**config.mk**
```make
export PLATFORM = sky130hd
export DESIGN_NAME = stack_calculator_alu_core
export DESIGN_NICKNAME = d
export VERILOG_FILES = /design/src/rtl/core/sca_pkg.sv /design/src/rtl/core/stack_calculator_alu_core.sv
export SDC_FILE = /design/constraint.sdc
export NUM_CORES = 1
export LEC_CHECK = 0
export BUFFER_PORTS_ARGS = -buffer_cell sky130_fd_sc_hd__buf_2
export CORE_MARGIN = 8
export CORE_UTILIZATION = 35
export DETAILED_ROUTE_END_ITERATION = 10
export GPL_TIMING_DRIVEN = 0
export PLACE_DENSITY_LB_ADDON = 0.1
export SETUP_SLACK_MARGIN = 0.2
export SYNTH_ARGS = -nofsm -noshare
export SYNTH_HDL_FRONTEND = slang
export SYNTH_SLANG_ARGS = --single-unit
```
**constraint.sdc**
```tcl
create_clock -name clk -period 8.4 [get_ports clk]
set_input_delay 1.26 -clock clk [delete_from_list [all_inputs] [get_ports clk]]
set_output_delay 1.26 -clock clk [all_outputs]
set_load 0.01 [all_outputs]
```
**src/rtl/core/sca_pkg.sv**
```systemverilog
// ----------------------------------------------------------------------------
// sca_pkg
// Shared types and constants for the stack calculator ALU core: opcodes,
// status codes, sequencer states and field widths.
// ----------------------------------------------------------------------------
package sca_pkg;

  localparam int WORD_W          = 32;
  localparam int DEPTH_W         = 5;
  localparam int OP_W            = 3;
  localparam int STATUS_W        = 2;
  localparam int ITER_W          = $clog2(WORD_W);
  localparam int STACK_DEPTH_DEF = 16;

  localparam logic [ITER_W-1:0] ITER_LAST = ITER_W'(WORD_W - 1);

  typedef enum logic [OP_W-1:0] {
    OP_PUSH  = 3'd0,
    OP_POP   = 3'd1,
    OP_PEEK  = 3'd2,
    OP_ADD   = 3'd3,
    OP_SUB   = 3'd4,
    OP_MUL   = 3'd5,
    OP_DIV   = 3'd6,
    OP_CLEAR = 3'd7
  } op_t;

  typedef enum logic [STATUS_W-1:0] {
    ST_OK    = 2'd0,
    ST_UNDER = 2'd1,
    ST_OVER  = 2'd2,
    ST_DIVZ  = 2'd3
  } status_t;

  typedef enum logic [3:0] {
    S_IDLE,
    S_CHECK,
    S_READ2,
    S_ADD,
    S_SUB,
    S_MUL,
    S_NEG_N,
    S_NEG_D,
    S_DIV,
    S_SIGN,
    S_DONE
  } state_t;

endpackage

```
**src/rtl/core/stack_calculator_alu_core.sv**
```systemverilog
// One 33-bit add/sub unit does all arithmetic, one bit per cycle for mul and
// div. An item is accepted only when the sequencer is idle, so a new item is
// not taken until the previous one has committed its result.
// Reset (rst, synchronous) empties the stack and drops any pending result;
// stack contents are not cleared.
// ----------------------------------------------------------------------------
// stack_calculator_alu_core
// RPN calculator stack of signed 32-bit words. Stack words live in a
// single-port-write, registered-read memory; all arithmetic runs through one
// shared adder/subtractor under a small sequencer.
// ----------------------------------------------------------------------------
module stack_calculator_alu_core
  import sca_pkg::*;
#(
  parameter int STACK_DEPTH = STACK_DEPTH_DEF
) (
  input  logic                      clk,
  input  logic                      rst,
  input  logic                      in_valid,
  output logic                      in_stall,
  input  logic [OP_W-1:0]           opcode,
  input  logic signed [WORD_W-1:0]  push_value,
  output logic                      out_valid,
  input  logic                      out_stall,
  output logic signed [WORD_W-1:0]  result_value,
  output logic [DEPTH_W-1:0]        depth,
  output logic                      stack_empty,
  output logic [STATUS_W-1:0]       status
);

  localparam int AW = $clog2(STACK_DEPTH);
  localparam int CW = $clog2(STACK_DEPTH + 1);

  localparam logic [CW-1:0] ONE  = CW'(1);
  localparam logic [CW-1:0] TWO  = CW'(2);
  localparam logic [CW-1:0] FULL = CW'(STACK_DEPTH);

  logic [WORD_W-1:0] mem [STACK_DEPTH];
  logic [WORD_W-1:0] rd_data;
  logic [AW-1:0]     rd_addr;
  logic              wr_en;
  logic [AW-1:0]     wr_addr;
  logic [WORD_W-1:0] wr_data;

  state_t            state, state_next;
  op_t               op, op_next;
  status_t           stat, stat_next;
  logic [WORD_W-1:0] push_val, val_next;
  logic [WORD_W-1:0] top_w, top_next;
  logic [WORD_W-1:0] second_w, second_next;
  logic [WORD_W-1:0] acc, acc_next;
  logic [WORD_W-1:0] rem, rem_next;
  logic [ITER_W-1:0] iter, iter_next;
  logic              neg_q, neg_next;
  logic [CW-1:0]     word_count, count_next;
  logic              commit;

  logic [CW-1:0]     count_m1, count_m2;
  logic [AW-1:0]     top_addr, second_addr;
  logic [WORD_W:0]   rem_sh;
  logic              q_bit;

  // shared arithmetic unit
  logic [WORD_W:0]   alu_a, alu_b;
  logic              alu_sub;
  logic [WORD_W+1:0] alu_sum;

  assign alu_sum = alu_sub ? ({1'b0, alu_a} - {1'b0, alu_b})
                           : ({1'b0, alu_a} + {1'b0, alu_b});

  assign count_m1    = word_count - ONE;
  assign count_m2    = word_count - TWO;
  assign top_addr    = count_m1[AW-1:0];
  assign second_addr = count_m2[AW-1:0];
  assign rem_sh      = {rem, top_w[WORD_W-1]};

  assign in_stall = (state != S_IDLE);

  always_ff @(posedge clk) begin
    if (rst) begin
      state      <= S_IDLE;
      word_count <= '0;
      out_valid  <= 1'b0;
    end else begin
      state      <= state_next;
      word_count <= count_next;
      if (commit) begin
        out_valid <= 1'b1;
      end else if (!out_stall) begin
        out_valid <= 1'b0;
      end
    end
  end

  always_ff @(posedge clk) begin
    op       <= op_next;
    stat     <= stat_next;
    push_val <= val_next;
    top_w    <= top_next;
    second_w <= second_next;
    acc      <= acc_next;
    rem      <= rem_next;
    iter     <= iter_next;
    neg_q    <= neg_next;
    if (commit) begin
      result_value <= acc;
      depth        <= DEPTH_W'(count_next);
      stack_empty  <= (count_next == '0);
      status       <= stat;
    end
  end

  always_ff @(posedge clk) begin
    if (wr_en) begin
      mem[wr_addr] <= wr_data;
    end
    rd_data <= mem[rd_addr];
  end

  always_comb begin
    state_next  = state;
    op_next     = op;
    stat_next   = stat;
    val_next    = push_val;
    top_next    = top_w;
    second_next = second_w;
    acc_next    = acc;
    rem_next    = rem;
    iter_next   = iter;
    neg_next    = neg_q;
    count_next  = word_count;
    commit      = 1'b0;
    rd_addr     = top_addr;
    wr_en       = 1'b0;
    wr_addr     = word_count[AW-1:0];
    wr_data     = push_val;
    alu_a       = '0;
    alu_b       = '0;
    alu_sub     = 1'b0;
    q_bit       = 1'b0;

    case (state)
      S_IDLE: begin
        // top word read is issued on the accept edge
        if (in_valid) begin
          op_next    = op_t'(opcode);
          val_next   = push_value;
          state_next = S_CHECK;
        end
      end

      S_CHECK: begin
        stat_next  = ST_OK;
        acc_next   = '0;
        rd_addr    = second_addr;
        state_next = S_DONE;
        case (op)
          OP_PUSH: begin
            if (word_count >= FULL) begin
              stat_next = ST_OVER;
            end
          end
          OP_POP, OP_PEEK: begin
            if (word_count == '0) begin
              stat_next = ST_UNDER;
            end else begin
              acc_next = rd_data;
            end
          end
          OP_CLEAR: begin
            stat_next = ST_OK;
          end
          default: begin
            if (word_count < TWO) begin
              stat_next = ST_UNDER;
            end else begin
              top_next   = rd_data;
              state_next = S_READ2;
            end
          end
        endcase
      end

      S_READ2: begin
        second_next = rd_data;
        iter_next   = '0;
        rem_next    = '0;
        case (op)
          OP_ADD:  state_next = S_ADD;
          OP_SUB:  state_next = S_SUB;
          OP_MUL:  state_next = S_MUL;
          default: begin
            if (rd_data == '0) begin
              stat_next  = ST_DIVZ;
              state_next = S_DONE;
            end else begin
              state_next = S_NEG_N;
            end
          end
        endcase
      end

      S_ADD: begin
        alu_a      = {1'b0, second_w};
        alu_b      = {1'b0, top_w};
        acc_next   = alu_sum[WORD_W-1:0];
        state_next = S_DONE;
      end

      S_SUB: begin
        alu_a      = {1'b0, second_w};
        alu_b      = {1'b0, top_w};
        alu_sub    = 1'b1;
        acc_next   = alu_sum[WORD_W-1:0];
        state_next = S_DONE;
      end

      S_MUL: begin
        // shift-add: only the low word of the product is kept
        alu_a       = {1'b0, acc};
        alu_b       = second_w[0] ? {1'b0, top_w} : '0;
        acc_next    = alu_sum[WORD_W-1:0];
        top_next    = {top_w[WORD_W-2:0], 1'b0};
        second_next = {1'b0, second_w[WORD_W-1:1]};
        iter_next   = iter + ITER_W'(1);
        if (iter == ITER_LAST) begin
          state_next = S_DONE;
        end
      end

      S_NEG_N: begin
        alu_b    = {1'b0, top_w};
        alu_sub  = 1'b1;
        neg_next = top_w[WORD_W-1] ^ second_w[WORD_W-1];
        if (top_w[WORD_W-1]) begin
          top_next = alu_sum[WORD_W-1:0];
        end
        state_next = S_NEG_D;
      end

      S_NEG_D: begin
        alu_b   = {1'b0, second_w};
        alu_sub = 1'b1;
        if (second_w[WORD_W-1]) begin
          second_next = alu_sum[WORD_W-1:0];
        end
        state_next = S_DIV;
      end

      S_DIV: begin
        // restoring step: dividend bits shift out of top_w, quotient bits in
        alu_a   = rem_sh;
        alu_b   = {1'b0, second_w};
        alu_sub = 1'b1;
        if (!alu_sum[WORD_W+1]) begin
          rem_next = alu_sum[WORD_W-1:0];
          q_bit    = 1'b1;
        end else begin
          rem_next = rem_sh[WORD_W-1:0];
        end
        top_next  = {top_w[WORD_W-2:0], q_bit};
        iter_next = iter + ITER_W'(1);
        if (iter == ITER_LAST) begin
          state_next = S_SIGN;
        end
      end

      S_SIGN: begin
        alu_b      = {1'b0, top_w};
        alu_sub    = 1'b1;
        acc_next   = neg_q ? alu_sum[WORD_W-1:0] : top_w;
        state_next = S_DONE;
      end

      S_DONE: begin
        // hold until the output register is free, then commit stack changes
        if (!out_valid || !out_stall) begin
          commit     = 1'b1;
          state_next = S_IDLE;
          if (stat == ST_OK) begin
            case (op)
              OP_PUSH: begin
                wr_en      = 1'b1;
                count_next = word_count + ONE;
              end
              OP_POP:   count_next = count_m1;
              OP_PEEK:  count_next = word_count;
              OP_CLEAR: count_next = '0;
              default: begin
                wr_en      = 1'b1;
                wr_addr    = second_addr;
                wr_data    = acc;
                count_next = count_m1;
              end
            endcase
          end else if (stat == ST_DIVZ) begin
            count_next = count_m2;
          end
        end
      end

      default: state_next = S_IDLE;
    endcase
  end

endmodule

```
# --- Yosys cells after proc, flatten, opt, wreduce, memory -nomap -nowiden ---
# Memory sizes are Yosys's and may differ from the RTL's. A register that Yosys moved wholly into a read port is not among the register bits.
# Cells that the tools add are included.
classes:
  n_addsub: 6
  magnitude_cmp: 2
  n_eq_ne: 29
  n_mux: 59
  n_bitwise: 1
  reduce_logical: 33
op_table:
  columns: ["cell", "n"]
  rows:
  - ["2-to-1 mux 32 bit", 13]
  - ["case mux 32 bit (3 select lines)", 3]
  - ["case mux 32 bit (4 select lines)", 1]
  - ["case mux 33 bit (3 select lines)", 1]
  - ["case mux 32 bit (2 select lines)", 1]
  - ["2-to-1 mux 4 bit", 12]
  - ["case mux 4 bit (9 select lines)", 1]
  - ["adder 33 x 33 -> 34 bit", 1]
  - ["2-to-1 mux 34 bit", 1]
  - ["subtractor 33 x 33 -> 34 bit", 1]
  - ["logical NOT 32 bit", 1]
  - ["2-to-1 mux 5 bit", 4]
  - ["inequality test 2 bit (second input constant)", 10]
  - ["== test 4 x 3 -> 1 bit (second input constant)", 4]
  - ["case mux 5 bit (3 select lines)", 1]
  - ["2-to-1 mux 1 bit", 14]
  - ["== test 4 bit (second input constant)", 3]
  - ["case mux 4 bit (3 select lines)", 1]
  - ["OR reduction 3 bit", 4]
  - ["adder 5 x 1 -> 5 bit (second input constant)", 2]
  - ["logical NOT 5 bit", 2]
  - ["case mux 5 bit (2 select lines)", 1]
  - ["== test 3 bit (second input constant)", 3]
  - ["== test 4 x 2 -> 1 bit (second input constant)", 2]
  - ["28 further kinds", 43]
totals:
  reg_bits: 221
  ram_bits: 512
  inputBits: 39
  n_memories: 1
mem_list:
  columns: ["name", "words", "width", "rd", "rd_clocked_by_memory_dff", "wr", "line_no", "source"]
  rows:
  - ["mem", 16, 32, 1, 1, 1, "stack_calculator_alu_core.sv:38", "logic [WORD_W-1:0] mem [STACK_DEPTH];"]

# --- Longest topological paths before layout ---
logic_depth:
  word_depth: 8
  depth_mapped: 27

# --- Worst setup path after synthesis ---
# Ideal clock, no wire load.
synth_timing:
  path_kind: "in2reg"
  startpoint: "in out_stall"
  endpoint: "mem mem[5][0] (enable)"
  setup_ps: 421
  arrival_time_ps: 5922
  path_slack_ps: 2057
  path_stages: 7
  path_buffers: 0
  path_cell_list: "a21oi_1 -> and2_1 -> nand2_1 -> nor3_1 -> a21oi_1 -> o32a_1 -> nor2_1"
synth_between:
  elab_chain_len: 6
synth_lines:
  columns: ["item", "line_no", "source"]
  rows:
  - ["start, declared", "stack_calculator_alu_core.sv:24", "input logic out_stall,"]
  - ["logical NOT 1 bit (*)", "stack_calculator_alu_core.sv:277", "if (!out_valid || !out_stall) begin"]
  - ["logical OR 1 bit (*)", "stack_calculator_alu_core.sv:277", null]
  - ["2-to-1 mux 1 bit", "stack_calculator_alu_core.sv:277", null]
  - ["2-to-1 mux 1 bit", "stack_calculator_alu_core.sv:142", "case (state)"]
  - ["2-to-1 mux 1 bit", "stack_calculator_alu_core.sv:114", "if (wr_en) begin"]
  - ["2-to-1 mux 1 bit (implied by the code)", "stack_calculator_alu_core.sv:115", "mem[wr_addr] <= wr_data;"]
  - ["end, declared", "stack_calculator_alu_core.sv:38", null]
# Mark *: on every way between the ends. The rest lies on a longest branch, timed or not.

# --- Worst setup path after layout ---
layout_timing:
  startpoint: "reg state[1]"
  endpoint: "reg rem[7], data pin"
layout_between:
  elab_chain_len: 7
layout_lines:
  columns: ["item", "line_no", "source"]
  rows:
  - ["start, declared", "stack_calculator_alu_core.sv:45", "state_t state, state_next;"]
  - ["start signal, assigned", "stack_calculator_alu_core.sv:85", "state <= state_next;"]
  - ["== test 4 x 3 -> 1 bit (tied with other cells)", "stack_calculator_alu_core.sv:142", null]
  - ["OR reduction 4 bit (no line) / OR reduction 2 bit (equally long branches)", null, null]
  - ["case mux 32 bit (3 select lines) / case mux 33 bit (3 select lines) (equally long branches)", "stack_calculator_alu_core.sv:142", null]
  - ["adder 33 x 33 -> 34 bit / subtractor 33 x 33 -> 34 bit (equally long branches)", "stack_calculator_alu_core.sv:69, stack_calculator_alu_core.sv:68", null]
  - ["2-to-1 mux 34 bit", "stack_calculator_alu_core.sv:68", "assign alu_sum = alu_sub ? ({1'b0, alu_a} - {1'b0, alu_b})"]
  - ["2-to-1 mux 32 bit", "stack_calculator_alu_core.sv:255", "if (!alu_sum[WORD_W+1]) begin"]
  - ["case mux 32 bit (2 select lines) (*)", "stack_calculator_alu_core.sv:142", null]
  - ["end signal, assigned", "stack_calculator_alu_core.sv:102", "rem <= rem_next;"]
  - ["end, declared", "stack_calculator_alu_core.sv:52", "logic [WORD_W-1:0] rem, rem_next;"]
# Marked as above.
# A chain may end at the register's enable or synchronous reset.

==> qor.csv <==
stage;metric;value;unit
synth;Yosys cell types;90;
hold_path;Hold Path Origin;stat[1]$_SDFFCE_PP1P_;
sta;Slew Limit Fails;0;
power;NetSw;7.539;mW
final_layout;count of non-filler cells in the finished layout;3877;
floorplanning;die width;328.6;um
final_layout;Design Area, Final;39800;um^2
sta;unrepaired setup endpoints after global routing;no;
synth;Synth Flop Type;edfxtp_1;
final_layout;layout cells sized above 1;18.08;%
critical_path;Critical Path End Type;register;
clocking;number of levels in the clock H-tree;3;
synth;Simple-Gate Fraction of Synth Area;7.556;%
place;placed inst area;36820;um^2
sta;Fmax;132.3;MHz
floorplanning;Die Area;108000;um^2
routing;routed len/inst;28.34;um
final_layout;nets;2608;
final_layout;final-layout fill cell count;8920;
sta;final worst-path cycle share;90.00;%
run;max cap viols;1;
global_routing;GR Util All Layers;20.01;%
floorplanning;Core ar.;96710;um^2
synth;Synth Instances;2335;
synth;Syn Area/Cell;14.64;um^2
routing;drt first pass iters;8;
final_layout;area delta synth->final;16.38;%
synth;ys async rst share;0;%
sta;Final setup viols;0;
clocking;number of hold buffers added after CTS;0;
critical_path;cells on worst reg2reg path;25;
critical_path;reg2reg setup slack;0.84;ns
final_layout;FF+latch area;22550;um^2
sta;Fin Clk Skew;0.02829;ns
critical_path;CP Launch Type;register;
routing;via count of the routed design;21840;
synth;XOR/XNOR Fraction of Synth Area;1.764;%
power;Flop pwr share;30.3;%
routing;drt total wl;109900;um
sta;Slew @ Worst Pin;1.497;ns
critical_path;Worst Setup SP;state[1]$_SDFFE_PP0P_;
place;RD Place Congestion;0.9206;
routing;Antenna Nets Post-Route;0;
clocking;CTS Buf Count;87;
synth;Seq/Total Area, Yosys;65.95;%
critical_path;CP required;8.89;ns
synth;multiplexer share of the synthesized area;9.909;%
power;sw frac;42.36;%
clocking;Clock Sinks;765;
power;Power Dens Cells;447.2;nW/um^2
hold_path;WHS Path Cells;0;
sta;max_slew headroom;0.1856;%
global_routing;first-pass GRT wire length;158600;um
place;post-place setup slack;0.07819;ns
clocking;Clock Tree Buf Depth;3;
sta;fin crit period;7.560;ns
power;P_int;10.26;mW
floorplanning;Die H;328.6;um
place;DPL Wire Length;79340;um
global_routing;vias in the first global route;22720;
clocking;Root Buffer;clkbuf_16;
critical_path;worst r2r src;state[1]$_SDFFE_PP0P_;
final_layout;most frequent cells in the layout;723 x edfxtp_1, 228 x nand2_1, 128 x mux4_2;
critical_path;Setup CP Type;reg2reg;
final_layout;Multi-input gate area;10970;um^2
global_routing;pin count of the biggest net entering global routing;26;
sta;final worst setup slack;0.8401;ns
synth;Synth Register Bits;765;
clocking;setup bufs post-CTS;0;
power;Pleak;13.66;nW
status;failing checks;capacitance limit;
status;status;complete, but fails checks;
critical_path;CP max FO;10;
critical_path;Worst EP arrival;8.05;ns
clocking;Reg clk slew, reported paths;0.06;ns
synth;Mapped Area;34200;um^2
clocking;Clk Latency, worst-skew pair;0.66;ns
floorplanning;initial cell density of the core;35.36;%
floorplanning;Top-Level Pins;81;
routing;number of vias per cell;5.632;
power;clock power share;22.2;%
place;IO Port Bufs;79;
place;Cells after DPL;3714;
clocking;TritonCTS clock tree;yes;
hold_path;WHS Endpoint;status[1]$_DFFE_PP_;
global_routing;initial antenna violation count;1;
hold_path;Hold WC Path Type;reg2reg;
power;Logic pwr share;47.4;%
synth;Synth Area in Compound Gates;10.79;%
sta;final hold viol count;0;
floorplanning;Placement Rows;114;
routing;drt drc;0;
global_routing;global route overflow;0;
synth;Post-Synth Adder-Cell Area;1.595;%
synth;EDFF count, synth;723;
synth;largest family of logic cells by synthesized area;compound AO/OA/AOI/OAI gates;
routing;DR iter-0 viols;2291;
synth;Synth Net Count;2417;
power;Worst IR Drop VDD;0.0003049;V
final_layout;most common cell after layout, fill and taps aside;edfxtp_1;
critical_path;Reg2Reg Capture Point;rem[7]$_SDFFCE_PP0P_;
synth;synth warn;0;
-- cells in the mapped netlist, drive strengths merged, types with 5 or more instances --
| master | n | area, um^2 |
|---|---|---|
| nor3 | 10 | 55.05 |
| edfxtp | 723 | 21710 |
| o22ai | 9 | 56.30 |
| o21a | 8 | 60.06 |
| mux2i | 46 | 460.4 |
| a31oi | 7 | 58.81 |
| o211ai | 8 | 60.06 |
| a221oi | 7 | 80.07 |
| clkbuf | 90 | 337.8 |
| a2111oi | 5 | 46.30 |
| a21oi | 124 | 624.4 |
| o21ai | 128 | 640.6 |
| or2 | 33 | 206.5 |
| o31ai | 7 | 52.55 |
| xnor2 | 43 | 384.1 |
| nor2 | 102 | 382.9 |
| xor2 | 25 | 219.0 |
| a22oi | 88 | 660.6 |
| a211o | 5 | 43.79 |
| and3 | 15 | 93.84 |
| nand2 | 231 | 874.6 |
| and2 | 13 | 81.33 |
| a22o | 14 | 122.6 |
| nor2b | 47 | 294.0 |
| inv | 60 | 225.2 |
| ha | 42 | 525.5 |
| a222oi | 37 | 370.4 |
| o21bai | 6 | 45.04 |
| o2111ai | 5 | 43.79 |
| nand3 | 25 | 125.1 |
| a21o | 13 | 97.59 |
| a221o | 9 | 90.09 |
| a211oi | 42 | 315.3 |
| mux4 | 128 | 2883 |
| buf | 46 | 270.3 |
| nand4 | 10 | 62.56 |
| nor4 | 14 | 115.1 |
| nand2b | 15 | 93.84 |
| or3 | 5 | 31.28 |
| dfxtp | 42 | 840.8 |
-- sequential cells by signal (all words and copies together), names as in the netlist, 4 cells and up --
signal        flops
second_w         32
rd_data          32
rem              32
result_value     32
word_count        5
mem             512
acc              32
depth             5
push_val         32
top_w            32
iter              5
state             4
-- critical path: stages, from the launching register on --
cell	delay, ns
dfxtp_1	0.30
buf_2	0.21
xor2_1	0.53
and2_1	0.36
or2_1	0.23
buf_4	0.26
clkbuf_1	0.54
a22oi_1	0.19
ha_1	0.29
o2111ai_1	0.13
nor3_1	0.15
and3b_1	0.25
nand3_1	0.23
nand2_1	0.10
xnor2_1	0.21
ha_1	0.37
and2_1	0.22
nand4_1	0.25
a221o_1	0.34
a21oi_1	0.36
o211ai_1	0.22
o21ai_1	0.59
xnor2_2	0.19
clkbuf_2	0.35
or2_2	0.37
a21oi_1	0.15
-- logic make-up (layout without fill, tap and decap cells) --
kind of cell             count (synthesis)  after routing
AND/OR/NAND/NOR                        539            539
buffers and inverters                  196            461
adder cells (fa/ha/maj)                 43             43
AO/OA/AOI/OAI                          546            546
XOR/XNOR                                68             68
other                                    0              1
multiplexers                           178            178
flip-flops                             765            765
-- through the flow --
stage          power, mW  hold WS (ns)  setup TNS, ns  utilization, %
2_1_floorplan      10.90        0.4244              0               -
3_3_place_gp       13.65        0.4746       -1755.97           37.42
3_5_place_dp       13.75        0.4708              0           38.08
4_1_cts            17.77        0.4850              0           41.15
5_1_grt            18.75        0.5020              0           41.15
6_report           17.80        0.4901              0           41.15
-- layer usage --
layer	track usage [%]	part of all wire (%)
met5	0	0
met4	7.004	3.0
met3	3.094	5.3
met2	33.68	49
met1	26.23	43
-- timing repair --
item,CTS,global route
resized for setup,1,1
hold endpoints to repair,0,0
setup endpoints to repair,10,20
gates cloned,0,0
-- power groups by stage --
stage | Combinational (mW) | Clock (mW) | Sequential (mW)
floorplan | 5.71 | 0 | 5.18
global placement | 8.16 | 0 | 5.49
detailed placement | 8.28 | 0 | 5.47
CTS | 8.34 | 4.04 | 5.39
global route | 9.15 | 4.17 | 5.43
finish | 8.44 | 3.96 | 5.40
-- area by class of cell --
class | count | share of cell area (%)
Clock inverter | 50 | 1.566
Timing Repair Buffer | 103 | 2.198
Inverter | 60 | 0.5659
Buffer | 135 | 1.522
Tap cell | 1276 | 4.012
Multi-Input combinational cell | 1374 | 27.57
Antenna cell | 1 | 0.006288
Clock buffer | 113 | 5.898
Sequential cell | 765 | 56.67
-- worst max path at each step --
stage	end	slack, ns
floorplan	mem[5][0]$_DFFE_PP_	2.06
global placement	mem[14][12]$_DFFE_PP_	-3.21
detailed placement	rem[7]$_SDFFCE_PP0P_	0.08
CTS	rem[7]$_SDFFCE_PP0P_	0.43
global route	rem[5]$_SDFFCE_PP0P_	0.39
finish	rem[7]$_SDFFCE_PP0P_	0.84
(Power assumes the default switching activity.)
